`src/hw/rtl/bitmap_set_test_count_find_macros.svh`:
```
// assertion macros of the bit store rtl, used by the back end
`ifndef BITMAP_SET_TEST_COUNT_FIND_MACROS_SVH
`define BITMAP_SET_TEST_COUNT_FIND_MACROS_SVH

// same-cycle implication, clocked on clk, off during reset
`define BSTCF_ASSERT_NOW(lbl, ante, cons, msg) \
	lbl: assert property (@(posedge clk) disable iff (!arst_n) (ante) |-> (cons)) \
		else $error(msg);

// next-cycle implication, clocked on clk, off during reset
`define BSTCF_ASSERT_NEXT(lbl, ante, cons, msg) \
	lbl: assert property (@(posedge clk) disable iff (!arst_n) (ante) |=> (cons)) \
		else $error(msg);

`endif

```
`src/hw/rtl/bstcf_pkg.sv`:
```
// shared constants, types and helper functions of the bit store
package bstcf_pkg;

	// store geometry
	localparam int MAX_BITS   = 1024;
	localparam int WORD_BITS  = 64;
	localparam int NUM_WORDS  = (MAX_BITS + WORD_BITS - 1) / WORD_BITS;
	localparam int WADDR_W    = $clog2(NUM_WORDS);
	localparam int WCNT_W     = $clog2(NUM_WORDS + 1);
	localparam int OFF_W      = $clog2(WORD_BITS);
	localparam int BYTE_LANES = WORD_BITS / 8;
	localparam int LANE_W     = $clog2(BYTE_LANES);
	localparam int WSUM_W     = $clog2(WORD_BITS + 1);
	localparam int BYTE_ROUND = 7;

	// field widths
	localparam int ACTION_W = 3;
	localparam int BIT_W    = 10;
	localparam int BYTE_W   = 7;
	localparam int VAL_W    = 8;
	localparam int LEN_W    = 11;

	localparam logic [LEN_W-1:0] LEN_RESET = LEN_W'(1024);

	// command queue
	localparam int FIFO_DEPTH = 2;
	localparam int FIFO_PTR_W = $clog2(FIFO_DEPTH);
	localparam int FIFO_CNT_W = $clog2(FIFO_DEPTH + 1);

	// action codes on the request channel
	localparam logic [ACTION_W-1:0] ACT_SET   = 3'd0;
	localparam logic [ACTION_W-1:0] ACT_CLR   = 3'd1;
	localparam logic [ACTION_W-1:0] ACT_TEST  = 3'd2;
	localparam logic [ACTION_W-1:0] ACT_COUNT = 3'd3;
	localparam logic [ACTION_W-1:0] ACT_FIND  = 3'd4;
	localparam logic [ACTION_W-1:0] ACT_BYTE  = 3'd5;

	// decoded operation for the back end
	typedef enum logic [2:0] {
		OP_NONE,
		OP_WRITE,
		OP_TEST,
		OP_COUNT,
		OP_FIND
	} op_t;

	// back end sequencer states
	typedef enum logic [2:0] {
		ST_IDLE,
		ST_READ,
		ST_MODIFY,
		ST_SCAN,
		ST_FINISH
	} state_t;

	// classified command handed from front to back
	typedef struct packed {
		op_t                  op;
		logic                 apply;
		logic [WADDR_W-1:0]   word;
		logic [OFF_W-1:0]     off;
		logic [WORD_BITS-1:0] wmask;
		logic [WORD_BITS-1:0] wdata;
		logic [BIT_W-1:0]     start;
		logic [LEN_W-1:0]     len;
		logic [WCNT_W-1:0]    end_word;
	} cmd_t;

	// number of set bits in one byte
	function automatic logic [3:0] pop8(input logic [7:0] b);
		logic [3:0] n;
		n = '0;
		for (int i = 0; i < 8; i++) begin
			n = n + 4'(b[i]);
		end
		return n;
	endfunction

	// position of the lowest set bit in one byte, zero when empty
	function automatic logic [2:0] low8(input logic [7:0] b);
		logic [2:0] p;
		p = '0;
		for (int i = 7; i >= 0; i--) begin
			if (b[i]) begin
				p = 3'(i);
			end
		end
		return p;
	endfunction

endpackage

```
`src/hw/rtl/bstcf_if.sv`:
```
// request and response channel interfaces of the bit store
interface bstcf_req_if import bstcf_pkg::*; ();
	logic                valid;
	logic                ready;
	logic [ACTION_W-1:0] action;
	logic [BIT_W-1:0]    bit_index;
	logic [BYTE_W-1:0]   byte_index;
	logic [VAL_W-1:0]    byte_value;

	modport source (output valid, action, bit_index, byte_index, byte_value, input ready);
	modport sink (input valid, action, bit_index, byte_index, byte_value, output ready);
endinterface

interface bstcf_rsp_if import bstcf_pkg::*; ();
	logic             valid;
	logic             ready;
	logic             bit_value;
	logic [LEN_W-1:0] set_count;
	logic             found;
	logic [BIT_W-1:0] found_index;

	modport source (output valid, bit_value, set_count, found, found_index, input ready);
	modport sink (input valid, bit_value, set_count, found, found_index, output ready);
endinterface

```
`src/hw/rtl/bstcf_ram.sv`:
```
// generic single write port ram with registered read
module bstcf_ram #(
	parameter int WIDTH = 64,
	parameter int DEPTH = 16
) (
	input  logic                     clk,
	input  logic                     we,
	input  logic [$clog2(DEPTH)-1:0] waddr,
	input  logic [WIDTH-1:0]         wdata,
	input  logic                     re,
	input  logic [$clog2(DEPTH)-1:0] raddr,
	output logic [WIDTH-1:0]         rdata
);

	logic [WIDTH-1:0] mem_q [DEPTH];

	// write port and registered read port
	always_ff @(posedge clk) begin
		if (we) begin
			mem_q[waddr] <= wdata;
		end
		if (re) begin
			rdata <= mem_q[raddr];
		end
	end

endmodule

```
`src/hw/rtl/bstcf_front.sv`:
```
// front end: takes request items and classifies them into commands
module bstcf_front import bstcf_pkg::*; (
	bstcf_req_if.sink        req,
	input  logic [LEN_W-1:0] bit_length,
	output logic             cmd_valid,
	input  logic             cmd_ready,
	output cmd_t             cmd
);

	logic [LEN_W-1:0]     len;
	logic [LEN_W-1:0]     len_round;
	logic [BIT_W-1:0]     byte_pos;
	logic [WORD_BITS-1:0] bit_one;
	logic [WORD_BITS-1:0] byte_ones;
	logic [WORD_BITS-1:0] byte_val;
	logic                 bit_ok;
	logic                 byte_ok;

	// handshake passes straight to the queue
	assign req.ready = cmd_ready;
	assign cmd_valid = req.valid;

	// length in use and range checks
	assign len       = (bit_length > LEN_W'(MAX_BITS)) ? LEN_W'(MAX_BITS) : bit_length;
	assign len_round = (len + LEN_W'(BYTE_ROUND)) >> 3;
	assign byte_pos  = {req.byte_index, 3'b000};
	assign bit_ok    = LEN_W'(req.bit_index) < len;
	assign byte_ok   = LEN_W'(req.byte_index) < len_round;

	// masks for single bit and byte lane writes
	assign bit_one   = WORD_BITS'(1) << req.bit_index[OFF_W-1:0];
	assign byte_ones = WORD_BITS'(8'hff) << byte_pos[OFF_W-1:0];
	assign byte_val  = WORD_BITS'(req.byte_value) << byte_pos[OFF_W-1:0];

	// classify the item
	always_comb begin
		cmd          = '0;
		cmd.op       = OP_NONE;
		cmd.start    = req.bit_index;
		cmd.len      = len;
		cmd.end_word = WCNT_W'((len + LEN_W'(WORD_BITS - 1)) >> OFF_W);
		cmd.word     = WADDR_W'(req.bit_index >> OFF_W);
		cmd.off      = req.bit_index[OFF_W-1:0];
		case (req.action)
			ACT_SET: begin
				cmd.op    = OP_WRITE;
				cmd.apply = bit_ok;
				cmd.wmask = bit_one;
				cmd.wdata = bit_one;
			end
			ACT_CLR: begin
				cmd.op    = OP_WRITE;
				cmd.apply = bit_ok;
				cmd.wmask = bit_one;
			end
			ACT_TEST: begin
				cmd.op    = OP_TEST;
				cmd.apply = bit_ok;
			end
			ACT_COUNT: begin
				cmd.op    = OP_COUNT;
				cmd.apply = 1'b1;
			end
			ACT_FIND: begin
				cmd.op    = OP_FIND;
				cmd.apply = bit_ok;
			end
			ACT_BYTE: begin
				cmd.op    = OP_WRITE;
				cmd.apply = byte_ok;
				cmd.word  = WADDR_W'(byte_pos >> OFF_W);
				cmd.wmask = byte_ones;
				cmd.wdata = byte_val;
			end
			default: begin
				cmd.op = OP_NONE;
			end
		endcase
	end

endmodule

```
`src/hw/rtl/bstcf_fifo.sv`:
```
// short command queue between front and back end
module bstcf_fifo import bstcf_pkg::*; (
	input  logic clk,
	input  logic arst_n,
	input  logic wr_valid,
	output logic wr_ready,
	input  cmd_t wr_data,
	output logic rd_valid,
	input  logic rd_ready,
	output cmd_t rd_data
);

	cmd_t                  entry_q [FIFO_DEPTH];
	logic [FIFO_PTR_W-1:0] wr_ptr_q;
	logic [FIFO_PTR_W-1:0] rd_ptr_q;
	logic [FIFO_CNT_W-1:0] count_q;
	logic                  push;
	logic                  pop;

	assign wr_ready = count_q != FIFO_CNT_W'(FIFO_DEPTH);
	assign rd_valid = count_q != '0;
	assign push     = wr_valid && wr_ready;
	assign pop      = rd_valid && rd_ready;
	assign rd_data  = entry_q[rd_ptr_q];

	// entry storage
	always_ff @(posedge clk) begin
		if (push) begin
			entry_q[wr_ptr_q] <= wr_data;
		end
	end

	// pointers and fill level
	always_ff @(posedge clk or negedge arst_n) begin
		if (!arst_n) begin
			wr_ptr_q <= '0;
			rd_ptr_q <= '0;
			count_q  <= '0;
		end else begin
			if (push) begin
				wr_ptr_q <= (wr_ptr_q == FIFO_PTR_W'(FIFO_DEPTH - 1)) ? '0 : wr_ptr_q + 1'b1;
			end
			if (pop) begin
				rd_ptr_q <= (rd_ptr_q == FIFO_PTR_W'(FIFO_DEPTH - 1)) ? '0 : rd_ptr_q + 1'b1;
			end
			count_q <= count_q + FIFO_CNT_W'(push) - FIFO_CNT_W'(pop);
		end
	end

endmodule

```
`src/hw/rtl/bstcf_back.sv`:
```
// back end: word store, read-modify-write and count/find scan
`include "bitmap_set_test_count_find_macros.svh"

module bstcf_back import bstcf_pkg::*; (
	input  logic clk,
	input  logic arst_n,
	input  logic cmd_valid,
	output logic cmd_ready,
	input  cmd_t cmd,
	bstcf_rsp_if.source rsp
);

	state_t               state_q;
	state_t               state_d;
	cmd_t                 cur_q;
	logic [NUM_WORDS-1:0] vld_q;
	logic [WCNT_W-1:0]    ptr_q;
	logic [WCNT_W-1:0]    end_q;

	// scan pipeline
	logic                 v_s1;
	logic [WADDR_W-1:0]   addr_s1;
	logic                 v_s2;
	logic [WADDR_W-1:0]   addr_s2;
	logic [3:0]           cnt_s2 [BYTE_LANES];
	logic                 nz_s2  [BYTE_LANES];
	logic [2:0]           low_s2 [BYTE_LANES];

	// result
	logic                 bit_q;
	logic [LEN_W-1:0]     acc_q;
	logic                 found_q;
	logic [BIT_W-1:0]     fidx_q;
	logic                 out_vld_q;

	// ram hookup
	logic                 ram_we;
	logic                 ram_re;
	logic [WADDR_W-1:0]   ram_raddr;
	logic [WORD_BITS-1:0] ram_rdata;
	logic [WORD_BITS-1:0] old_word;
	logic [WORD_BITS-1:0] new_word;

	// sequencer outputs
	logic                 issue;
	logic                 drained;
	logic                 load;

	// stage one and two logic
	logic [WORD_BITS-1:0] word_s1;
	logic [WORD_BITS-1:0] lmask;
	logic [WORD_BITS-1:0] smask;
	logic [WORD_BITS-1:0] masked_s1;
	logic [LEN_W-1:0]     lo_s1;
	logic [LEN_W-1:0]     rem_s1;
	logic [WSUM_W-1:0]    sum_s2;
	logic                 hit_s2;
	logic [LANE_W-1:0]    lane_s2;

	bstcf_ram #(
		.WIDTH (WORD_BITS),
		.DEPTH (NUM_WORDS)
	) u_ram (
		.clk   (clk),
		.we    (ram_we),
		.waddr (cur_q.word),
		.wdata (new_word),
		.re    (ram_re),
		.raddr (ram_raddr),
		.rdata (ram_rdata)
	);

	// read-modify-write word; unwritten words read as zero
	assign old_word = vld_q[cur_q.word] ? ram_rdata : '0;
	assign new_word = (old_word & ~cur_q.wmask) | (cur_q.wdata & cur_q.wmask);

	assign issue   = ptr_q < end_q;
	assign drained = !issue && !v_s1 && !v_s2;

	// next state
	always_comb begin
		state_d = state_q;
		case (state_q)
			ST_IDLE: begin
				if (cmd_valid) begin
					if (!cmd.apply || cmd.op == OP_NONE) begin
						state_d = ST_FINISH;
					end else if (cmd.op == OP_COUNT || cmd.op == OP_FIND) begin
						state_d = ST_SCAN;
					end else begin
						state_d = ST_READ;
					end
				end
			end
			ST_READ:   state_d = ST_MODIFY;
			ST_MODIFY: state_d = ST_FINISH;
			ST_SCAN: begin
				if (drained) begin
					state_d = ST_FINISH;
				end
			end
			ST_FINISH: begin
				if (!out_vld_q || rsp.ready) begin
					state_d = ST_IDLE;
				end
			end
			default: state_d = ST_IDLE;
		endcase
	end

	// sequencer outputs
	always_comb begin
		cmd_ready = 1'b0;
		ram_re    = 1'b0;
		ram_we    = 1'b0;
		ram_raddr = cur_q.word;
		load      = 1'b0;
		case (state_q)
			ST_IDLE:   cmd_ready = 1'b1;
			ST_READ:   ram_re = 1'b1;
			ST_MODIFY: ram_we = cur_q.op == OP_WRITE;
			ST_SCAN: begin
				ram_re    = issue;
				ram_raddr = WADDR_W'(ptr_q);
			end
			ST_FINISH: load = !out_vld_q || rsp.ready;
			default: ;
		endcase
	end

	// stage one: mask the word to the length and the find start
	assign word_s1 = vld_q[addr_s1] ? ram_rdata : '0;
	assign lo_s1   = LEN_W'(addr_s1) << OFF_W;
	assign rem_s1  = cur_q.len - lo_s1;
	assign lmask   = (cur_q.len >= lo_s1 + LEN_W'(WORD_BITS)) ? '1 :
		~({WORD_BITS{1'b1}} << rem_s1[OFF_W-1:0]);
	assign smask   = (cur_q.op == OP_FIND && addr_s1 == WADDR_W'(cur_q.start >> OFF_W)) ?
		({WORD_BITS{1'b1}} << cur_q.start[OFF_W-1:0]) : '1;
	assign masked_s1 = word_s1 & lmask & smask;

	// stage two: sum lane counts and pick the lowest lane with a set bit
	always_comb begin
		sum_s2  = '0;
		hit_s2  = 1'b0;
		lane_s2 = '0;
		for (int l = 0; l < BYTE_LANES; l++) begin
			sum_s2 = sum_s2 + WSUM_W'(cnt_s2[l]);
		end
		for (int l = BYTE_LANES - 1; l >= 0; l--) begin
			if (nz_s2[l]) begin
				hit_s2  = 1'b1;
				lane_s2 = LANE_W'(l);
			end
		end
	end

	// per lane statistics register
	always_ff @(posedge clk) begin
		for (int l = 0; l < BYTE_LANES; l++) begin
			cnt_s2[l] <= pop8(masked_s1[8*l +: 8]);
			nz_s2[l]  <= |masked_s1[8*l +: 8];
			low_s2[l] <= low8(masked_s1[8*l +: 8]);
		end
		addr_s2 <= addr_s1;
	end

	// control and result registers
	always_ff @(posedge clk or negedge arst_n) begin
		if (!arst_n) begin
			state_q   <= ST_IDLE;
			cur_q     <= '0;
			vld_q     <= '0;
			ptr_q     <= '0;
			end_q     <= '0;
			v_s1      <= 1'b0;
			addr_s1   <= '0;
			v_s2      <= 1'b0;
			bit_q     <= 1'b0;
			acc_q     <= '0;
			found_q   <= 1'b0;
			fidx_q    <= '0;
			out_vld_q <= 1'b0;
		end else begin
			state_q <= state_d;
			v_s1    <= state_q == ST_SCAN && issue;
			v_s2    <= v_s1;
			if (state_q == ST_SCAN && issue) begin
				addr_s1 <= WADDR_W'(ptr_q);
				ptr_q   <= ptr_q + WCNT_W'(1);
			end
			// take a new command
			if (state_q == ST_IDLE && cmd_valid) begin
				cur_q   <= cmd;
				bit_q   <= 1'b0;
				acc_q   <= '0;
				found_q <= 1'b0;
				fidx_q  <= '0;
				end_q   <= cmd.end_word;
				ptr_q   <= (cmd.op == OP_FIND) ? WCNT_W'(cmd.start >> OFF_W) : '0;
			end
			// test read or word write
			if (state_q == ST_MODIFY) begin
				if (cur_q.op == OP_TEST) begin
					bit_q <= old_word[cur_q.off];
				end else begin
					vld_q[cur_q.word] <= 1'b1;
				end
			end
			// accumulate scan results
			if (v_s2) begin
				if (cur_q.op == OP_COUNT) begin
					acc_q <= acc_q + LEN_W'(sum_s2);
				end
				if (cur_q.op == OP_FIND && hit_s2 && !found_q) begin
					found_q <= 1'b1;
					fidx_q  <= BIT_W'({addr_s2, lane_s2, low_s2[lane_s2]});
				end
			end
			// response register
			if (load) begin
				out_vld_q <= 1'b1;
			end else if (rsp.ready) begin
				out_vld_q <= 1'b0;
			end
		end
	end

	// response payload
	always_ff @(posedge clk) begin
		if (load) begin
			rsp.bit_value   <= bit_q;
			rsp.set_count   <= acc_q;
			rsp.found       <= found_q;
			rsp.found_index <= fidx_q;
		end
	end

	assign rsp.valid = out_vld_q;

	`BSTCF_ASSERT_NOW(a_scan_bound, state_q == ST_SCAN, ptr_q <= end_q, "scan pointer ran past end")
	`BSTCF_ASSERT_NOW(a_count_bound, 1'b1, acc_q <= cur_q.len, "count exceeds length in use")
	`BSTCF_ASSERT_NOW(a_find_range, found_q,
		fidx_q >= cur_q.start && LEN_W'(fidx_q) < cur_q.len, "find index out of range")

endmodule

```
`src/hw/rtl/bitmap_set_test_count_find.sv`:
```
// top level of the bit store with set, clear, test, count and find
//
//  channel  dir  handshake        payload
//  req      in   valid/ready      action, bit_index, byte_index, byte_value
//  rsp      out  valid/ready      bit_value, set_count, found, found_index
//  cfg      in   cfg_we           cfg_wdata (bit_length)
//
// set, clear, test and byte write pass through the read, modify and finish states to the
// response; an item that is dropped, out of range or an unused action goes straight to finish.
// count and find scan one word per cycle through the scan pipeline; the single read port
// of the word ram sets this rate.
// reset clears the word store through one valid flop per word; no sweep.
// a two-entry command queue lets requests be taken while the back end works
// and one response register lets the back end finish while rsp is stalled.
module bitmap_set_test_count_find import bstcf_pkg::*; (
	input  logic             clk,
	input  logic             arst_n,
	input  logic             cfg_we,
	input  logic [LEN_W-1:0] cfg_wdata,
	bstcf_req_if.sink        req,
	bstcf_rsp_if.source      rsp
);

	logic [LEN_W-1:0] bit_length_q;
	logic             front_valid;
	logic             front_ready;
	cmd_t             front_cmd;
	logic             back_valid;
	logic             back_ready;
	cmd_t             back_cmd;

	// length register
	always_ff @(posedge clk or negedge arst_n) begin
		if (!arst_n) begin
			bit_length_q <= LEN_RESET;
		end else if (cfg_we) begin
			bit_length_q <= cfg_wdata;
		end
	end

	bstcf_front u_front (
		.req        (req),
		.bit_length (bit_length_q),
		.cmd_valid  (front_valid),
		.cmd_ready  (front_ready),
		.cmd        (front_cmd)
	);

	bstcf_fifo u_fifo (
		.clk      (clk),
		.arst_n   (arst_n),
		.wr_valid (front_valid),
		.wr_ready (front_ready),
		.wr_data  (front_cmd),
		.rd_valid (back_valid),
		.rd_ready (back_ready),
		.rd_data  (back_cmd)
	);

	bstcf_back u_back (
		.clk       (clk),
		.arst_n    (arst_n),
		.cmd_valid (back_valid),
		.cmd_ready (back_ready),
		.cmd       (back_cmd),
		.rsp       (rsp)
	);

endmodule

```
`src/flat_wrapper.sv`:
```
// flat-port wrapper written by rule: the top's interface ports become plain ports
module bitmap_set_test_count_find_flat import bstcf_pkg::*;
  (clk, arst_n, cfg_we, cfg_wdata, req_valid, req_action, req_bit_index, req_byte_index, req_byte_value, req_ready, rsp_valid, rsp_bit_value, rsp_set_count, rsp_found, rsp_found_index, rsp_ready);
  bstcf_req_if req_i ();
  bstcf_rsp_if rsp_i ();
  input  logic clk;
  input  logic arst_n;
  input  logic cfg_we;
  input  logic [LEN_W-1:0] cfg_wdata;
  input wire logic [$bits(req_i.valid)-1:0] req_valid;
  input wire logic [$bits(req_i.action)-1:0] req_action;
  input wire logic [$bits(req_i.bit_index)-1:0] req_bit_index;
  input wire logic [$bits(req_i.byte_index)-1:0] req_byte_index;
  input wire logic [$bits(req_i.byte_value)-1:0] req_byte_value;
  output wire logic [$bits(req_i.ready)-1:0] req_ready;
  output wire logic [$bits(rsp_i.valid)-1:0] rsp_valid;
  output wire logic [$bits(rsp_i.bit_value)-1:0] rsp_bit_value;
  output wire logic [$bits(rsp_i.set_count)-1:0] rsp_set_count;
  output wire logic [$bits(rsp_i.found)-1:0] rsp_found;
  output wire logic [$bits(rsp_i.found_index)-1:0] rsp_found_index;
  input wire logic [$bits(rsp_i.ready)-1:0] rsp_ready;
  assign req_i.valid = req_valid;
  assign req_i.action = req_action;
  assign req_i.bit_index = req_bit_index;
  assign req_i.byte_index = req_byte_index;
  assign req_i.byte_value = req_byte_value;
  assign req_ready = req_i.ready;
  assign rsp_valid = rsp_i.valid;
  assign rsp_bit_value = rsp_i.bit_value;
  assign rsp_set_count = rsp_i.set_count;
  assign rsp_found = rsp_i.found;
  assign rsp_found_index = rsp_i.found_index;
  assign rsp_i.ready = rsp_ready;
  bitmap_set_test_count_find u_core (.clk(clk), .arst_n(arst_n), .cfg_we(cfg_we), .cfg_wdata(cfg_wdata), .req(req_i), .rsp(rsp_i));
endmodule
```
`config.mk`:
```
export PLATFORM = sky130hd
export DESIGN_NAME = bitmap_set_test_count_find_flat
export DESIGN_NICKNAME = d
export VERILOG_FILES = /design/src/hw/rtl/bstcf_pkg.sv /design/src/hw/rtl/bstcf_if.sv /design/src/hw/rtl/bstcf_ram.sv /design/src/hw/rtl/bstcf_front.sv /design/src/hw/rtl/bstcf_fifo.sv /design/src/hw/rtl/bstcf_back.sv /design/src/hw/rtl/bitmap_set_test_count_find.sv /design/src/flat_wrapper.sv
export VERILOG_INCLUDE_DIRS = /design/src /design/src/hw/rtl
export SDC_FILE = /design/constraint.sdc
export NUM_CORES = 2
export LEC_CHECK = 0
export CAP_MARGIN = 10
export CORE_MARGIN = 4
export CORE_UTILIZATION = 40
export DETAILED_ROUTE_END_ITERATION = 8
export DONT_BUFFER_PORTS = 1
export PLACE_DENSITY = 0.51
export SLEW_MARGIN = 20
export SYNTH_ARGS = -nofsm -noshare
export SYNTH_HDL_FRONTEND = slang
export SYNTH_HIERARCHICAL = 1
export SYNTH_SLANG_ARGS = --single-unit
```
`constraint.sdc`:
```
create_clock -name clk -period 12 [get_ports clk]
set_input_delay 0 -clock clk [delete_from_list [all_inputs] [get_ports clk]]
set_output_delay 0 -clock clk [all_outputs]
set_load 0.01 [all_outputs]
```
# After elaboration in Yosys (flattened, before gate mapping)
# Memories as Yosys holds them, arrays and structs flattened. A register that Yosys moved wholly into a read port is not among the register bits.
# Cells that the tools add are included.
word_totals:
  ff_bits: 263
  mem_bits_rw: 1424
  inputBits: 44
  out_inout_bits: 25
  elab_cells: 319
  memories: 5
mem_list:
  columns: ["name", "depth", "word_bits", "rd", "rd_ports_with_merged_regs", "write_ports", "line", "text"]
  rows:
  - ["u_core.u_back.u_ram.mem_q", 16, 64, 1, 1, 1, "bstcf_ram.sv:15", "logic [WIDTH-1:0] mem_q [DEPTH];"]
  - ["u_core.u_fifo.entry_q", 2, 168, 1, 0, 1, "bstcf_fifo.sv:13", "cmd_t entry_q [FIFO_DEPTH];"]
  - ["u_core.u_back.cnt_s2", 8, 4, 8, 0, 8, "bstcf_back.sv:25", "logic [3:0] cnt_s2 [BYTE_LANES];"]
  - ["u_core.u_back.low_s2", 8, 3, 1, 0, 8, "bstcf_back.sv:27", "logic [2:0] low_s2 [BYTE_LANES];"]
  - ["u_core.u_back.nz_s2", 8, 1, 8, 0, 8, "bstcf_back.sv:26", "logic nz_s2 [BYTE_LANES];"]
classes:
  add_sub_neg: 73
  order_cmp: 9
  n_eq_ne: 20
  shift: 5
  mux: 132
  n_bitwise: 9
  reduce_logical: 38
ops:
  columns: ["operator", "count"]
  rows:
  - ["AND 64 bit", 4]
  - ["2-to-1 mux 64 bit", 4]
  - ["one-hot mux 64 bit (2 select lines)", 2]
  - ["2-to-1 mux 3 bit", 76]
  - ["adder 4 x 1 -> 4 bit", 32]
  - ["inverter 64 bit", 2]
  - ["<< shifter 64 x 6 -> 64 bit (first input constant)", 2]
  - ["OR 64 bit", 1]
  - ["OR reduction 8 bit", 8]
  - ["<< shifter 1 x 6 -> 64 bit (first input constant)", 1]
  - ["<< shifter 8 x 6 -> 64 bit", 1]
  - ["<< shifter 8 x 6 -> 64 bit (first input constant)", 1]
  - ["2-to-1 mux 11 bit", 4]
  - ["adder 3 x 1 -> 4 bit", 8]
  - ["2-to-1 mux 10 bit", 3]
  - ["2-to-1 mux 1 bit", 29]
  - ["adder 7 x 4 -> 7 bit", 4]
  - ["adder 2 x 1 -> 3 bit", 8]
  - ["== test 3 x 2 -> 1 bit (second input constant)", 7]
  - ["adder 1 x 1 -> 2 bit", 8]
  - ["OR 16 bit", 1]
  - ["== test 3 bit (second input constant)", 5]
  - ["one-hot mux 3 bit (5 select lines)", 1]
  - ["2-to-1 mux 4 bit", 3]
  - ["42 further kinds", 71]

# Logic depth before layout (Yosys ltp)
depth:
  word_depth: 14
  ltp_mapped: 20
  depth_no_buf: 18

# By module
# Netlist, hierarchy kept.
modules_own_cells:
  columns: ["mod", "instances", "cells_per_inst", "area_each_um2", "seq_area_each_um2"]
  rows:
  - ["bstcf_ram", 1, 1647, 40222.3, 32671.3]
  - ["bstcf_back", 1, 2020, 17735.8, 7582.3]
  - ["bstcf_fifo", 1, 545, 12762.2, 10189.8]
  - ["bstcf_front", 1, 387, 2318.5, 0.0]
  - ["bitmap_set_test_count_find", 1, 23, 449.2, 276.5]

# Least setup slack after synthesis
# OpenSTA, ideal clock, no wires.
synth_path:
  path_kind: "register -> register"
  from: "register u_core.u_fifo.count_q[0]"
  to: "memory u_core/u_fifo/entry_q[0][0] (netlist name), enable pin"
  setup_time_ps: 698
  t_arrival_ps: 7606
  required_time_ps: 11302
  slack_ps: 3696
  stages_incl_launch_ff: 4
  path_buffers: 0
  period_less_slack_ps: 8304
  cell_sequence: "dfrtp_1 nand2b_1 nand2_1 nor2_1"
synth_via:
  elab_chain_cells: 4
synth_lines:
  columns: ["item", "line", "text"]
  rows:
  - ["from (decl)", "bstcf_fifo.sv:16", "logic [FIFO_CNT_W-1:0] count_q;"]
  - ["from (signal assigned)", "bstcf_fifo.sv:46", "count_q <= count_q + FIFO_CNT_W'(push) - FIFO_CNT_W'(pop);"]
  - ["inequality test 2 bit", "bstcf_fifo.sv:20", "assign wr_ready = count_q != FIFO_CNT_W'(FIFO_DEPTH);"]
  - ["net u_core.front_ready", "bitmap_set_test_count_find.sv:26", "logic front_ready;"]
  - ["logical AND 1 bit", "bstcf_fifo.sv:22", "assign push = wr_valid && wr_ready;"]
  - ["2-to-1 mux 1 bit", "bstcf_fifo.sv:28", "if (push) begin"]
  - ["2-to-1 mux 1 bit (implied by the code)", "bstcf_fifo.sv:29", "entry_q[wr_ptr_q] <= wr_data;"]
  - ["to (decl)", "bstcf_fifo.sv:13", null]
# The timed path passes the listed nets, and every way through them passes these cells.

==> impl_results.rst <==
.. list-table::
   :header-rows: 1

   * - Metric
     - Value
   * - Fin. Hold Viols
     - 0
   * - Starting density of the core
     - 40.18%
   * - Psw
     - 8.356 mW
   * - Clk sink count
     - 1751
   * - Timing endpoint of the critical path
     - u_core/u_back/cnt_s2[1][9]
   * - Final Cycle Share
     - 52.03%
   * - Synthesized net count
     - 4797
   * - Number of DRC violations after detailed routing
     - 0
   * - Vias per cell
     - 5.531
   * - Critical Path Start
     - u_core/u_back/addr_s1[0]
   * - Total Nets Final
     - 4922
   * - Antenna Violating Nets Remaining
     - 0
   * - Fraction of power consumed by sequential logic
     - 39.8%
   * - Seq/Total Area, Yosys
     - 69.02%
   * - WP data arrival
     - 6.96 ns
   * - Share of total power consumed by net switching
     - 36.77%
   * - Later-pin clock latency in the skew report
     - 0.82 ns
   * - Ratio of cells with drive above 1 in the final layout
     - 18.96%
   * - Slowest library cell on the worst path
     - o21ai_1
   * - Clock tree from TritonCTS
     - built
   * - Combinational share of power
     - 36.2%
   * - Run status
     - complete, no violations
   * - Total clock buffers created by CTS
     - 185
   * - Crit path capture type
     - register
   * - Capturing point of the worst reg2reg path
     - u_core/u_back/cnt_s2[1][9]
   * - Cell Area, Placed
     - 76480 um^2
   * - Stages on worst setup path
     - 14
   * - Required time at the endpoint of the critical path
     - 12.71 ns
   * - # IOs
     - 69
   * - Final setup violation count
     - 0
   * - Longest Clk Path Bufs
     - 3
   * - Start-to-end type of the worst setup path
     - register to register
   * - Library cells used by synthesis
     - 93
   * - Top cell type's share of synthesized area
     - 59.13%
   * - Highest clock rate
     - 0.1602 GHz
   * - Number of cells on the worst hold path
     - 5
   * - Flip-flop and latch count after synthesis
     - 1751
   * - Summed instance area of the synthesized netlist
     - 73490 um^2
   * - Max rail drop VDD
     - 0.0002455 V
   * - Pre-antenna DRT Iters
     - 7
   * - Detailed-route via count
     - 40740
   * - Vias in the first global route
     - 40910
   * - Top cell type by total area after synthesis
     - edfxtp_1
   * - Crit path time final
     - 6.244 ns
   * - Antenna violations before repair
     - 9
   * - Utilization after layout
     - 45.42%
   * - Grt total ovfl
     - 0
   * - CP most frequent cell
     - fa_1
   * - Per-instance average area after synthesis
     - 15.90 um^2
   * - Clock group share of total power
     - 23.9%
   * - RSZ-0062 raised after global routing
     - no
   * - Row Count
     - 157
   * - Hpwl dp
     - 126800 um
   * - Worst setup SP type
     - register
   * - Global-route wire length before repair
     - 296700 um
   * - Top cells by count, synth
     - 1447 x edfxtp_1, 828 x nand2_1, 285 x mux4_2
   * - Slew margin rel.
     - 24.33%
   * - Max stage delay on crit path
     - 1.10 ns
   * - Count of buffers inserted at the top-level ports
     - 0
   * - Pwr dens
     - 273.6 nW/um^2
   * - Crit Reg-Reg Startpoint
     - u_core/u_back/addr_s1[0]
   * - Yosys warning total
     - 6
   * - Setup slack, reg-to-reg
     - 5.76 ns
   * - Internal power
     - 14.37 mW
   * - Number of max-slew violations in the final report
     - 0
   * - Leading post-synthesis cells by cell area
     - edfxtp_1 59%, mux4_2 8.7%, dfrtp_1 8.0%
   * - Most numerous cell in the Yosys netlist
     - edfxtp_1
   * - MaxCap Viol Count
     - 0
   * - Clock tree skew after final layout
     - 0.05751 ns
   * - Area of the die
     - 190600 um^2
   * - Largest driver fanout on the critical path
     - 12
   * - Cell at the root of the clock tree
     - clkbuf_16
   * - Cell count after synthesis
     - 4622
   * - Wire length reported by the detailed router
     - 205700 um
   * - Number of enable flip-flop cells after synthesis
     - 1447
   * - Core Region
     - 182900 um^2
   * - Overall track demand over capacity in global routing
     - 21.38%
   * - H-tree levels
     - 4
   * - Largest delay contributor family on the critical path
     - adder cells
   * - Worst reg2reg path depth
     - 14
   * - DR WL/cell
     - 27.94 um
   * - Cell breakdown of the critical path
     - ha_1, nand3_1, ha_1, nand4_1, o21ai_1, o21ai_1, a311oi_1, fa_1, fa_1, fa_1, ha_1, inv_1, fa_1, inv_1
   * - Height of the chip
     - 436.6 um
   * - Path category of the worst min-delay check
     - input pin to register
   * - Asr flop ratio synth
     - 13.48%
   * - Leakage power
     - 29.73 nW
   * - DIE WIDTH
     - 436.6 um
   * - Drt initial violations
     - 3896
   * - Final estimated routing congestion in global placement
     - 0.9395
   * - Layout overhead on the synthesized area
     - 13.04%
   * - Fin Setup TNS
     - 0 ns
   * - Clock edge transition at the registers on the reported setup and hold paths
     - 0.06 ns
   * - Design area
     - 83070 um^2
   * - Buf/Inv on CP
     - 2
   * - Pin count of the biggest net entering global routing
     - 220
   * - Worst-Margin Slew
     - 1.127 ns
   * - Count of antenna diodes in the layout
     - 0
   * - Main flop type after synthesis
     - edfxtp_1
area by class of cell:
class	instances	area, um^2
Timing Repair Buffer	198	1812
Sequential cell	1751	50720
Inverter	149	559.3
Tap cell	2464	3083
Clock inverter	87	738.2
Clock buffer	254	5042
Fill cell	16020	99820
Multi-Input combinational cell	2462	21110
power groups by stage:
stage	clock network, mW	registers (mW)	logic [mW]
floorplan	0	8.81	5.68
global placement	0	9.17	8.20
detailed placement	0	9.19	8.24
CTS	5.57	9.06	8.34
global route	5.85	9.12	9.02
finish	5.44	9.06	8.23
cell usage in the layout, fill, tap and decap left out, types with 15 or more instances in the layout:
| cell | count |
|---|---|
| ha_1 | 72 |
| dfrtp_1 | 234 |
| inv_1 | 149 |
| nor2b_1 | 34 |
| a21o_1 | 25 |
| clkinv_2 | 34 |
| buf_4 | 117 |
| mux4_2 | 285 |
| nand3_1 | 54 |
| mux2_2 | 77 |
| o31ai_1 | 16 |
| mux2_4 | 111 |
| fa_1 | 59 |
| edfxtp_1 | 1447 |
| nor2_1 | 86 |
| dfxtp_1 | 68 |
| o21ai_0 | 190 |
| clkbuf_16 | 188 |
| nand2_1 | 828 |
| xnor2_1 | 28 |
| and3_1 | 19 |
| a22o_1 | 51 |
| a21oi_1 | 54 |
| o21ai_1 | 21 |
| nor2_4 | 15 |
| clkinv_1 | 29 |
| mux2i_1 | 24 |
| clkbuf_1 | 57 |
| a22oi_1 | 131 |
| nand2b_1 | 19 |
| dlygate4sd3_1 | 71 |
| nor3_1 | 23 |
cells by family after synthesis:
| kind of cell | after synthesis | share of synthesized area (%) |
|---|---|---|
| flops | 1751 | 69.02 |
| simple gates | 1173 | 6.855 |
| buf+inv | 409 | 2.615 |
| fa+ha+maj | 132 | 2.847 |
| mux | 499 | 12.54 |
| compound gates | 626 | 5.745 |
| xor+xnor | 32 | 0.3814 |
what timing repair did:
| action | CTS | global route |
|---|---|---|
| hold buffers | 72 | 0 |
| setup buffers | 0 | 0 |
| gates resized for setup | 0 | 0 |
| hold endpoints to repair | 621 | 0 |
per-layer routing:
layer | vias to the layer above | global-route usage, % | part of all wire [%] | wire length (um)
met5 | - | 0 | 0.0058 | 12
met4 | 2 | 5.494 | 2.4 | 4974
met3 | 266 | 2.669 | 4.8 | 9967
met2 | 1175 | 35.12 | 49 | 100600
met1 | 21520 | 30.36 | 44 | 90220
li1 | 17770 | - | - | -
worst min-delay path by stage:
stage / start / endpoint / slack (ns)
after detailed placement: arst_n / u_core/u_back/acc_q[10] / -0.29
after CTS: req_byte_index[6] / u_core/u_fifo/entry_q[0][163] / 0.003
after global routing: req_byte_index[6] / u_core/u_fifo/entry_q[1][163] / 0.02
final: req_bit_index[0] / u_core/u_fifo/entry_q[1][164] / 0.06
after global placement: arst_n / u_core/u_back/acc_q[8] / -0.29
after floorplan: arst_n / u_core/bit_length_q[0] / -0.30
worst min-delay path, stage by stage:
cell	delay, ns
nor2_1	0.02
a21oi_1	0.13
nor2_1	0.06
o311ai_0	0.32
a32oi_1	0.13
metrics by stage:
stage	instances	hold slack [ns]	worst slack, ns	total power, mW
floorplan	4622	-0.2956	3.696	14.48
global placement	6948	-0.2895	5.896	17.37
detailed placement	6950	-0.2882	5.787	17.42
CTS	7363	0.003368	5.791	22.98
global route	7365	0.01620	5.444	23.99
finish	7365	0.05999	5.756	22.73
flip-flops by register name, summed over array words and instances, names as in the netlist, 16 cells and up:
signal	cells
u_core/u_back/cnt_s2	32
u_core/u_back/cur_q	162
u_core/u_back/low_s2	24
u_core/u_back/u_ram/mem_q	1024
u_core/u_back/u_ram/rdata	64
u_core/u_back/vld_q	16
u_core/u_fifo/entry_q	336
(Power assumes the default switching activity.)
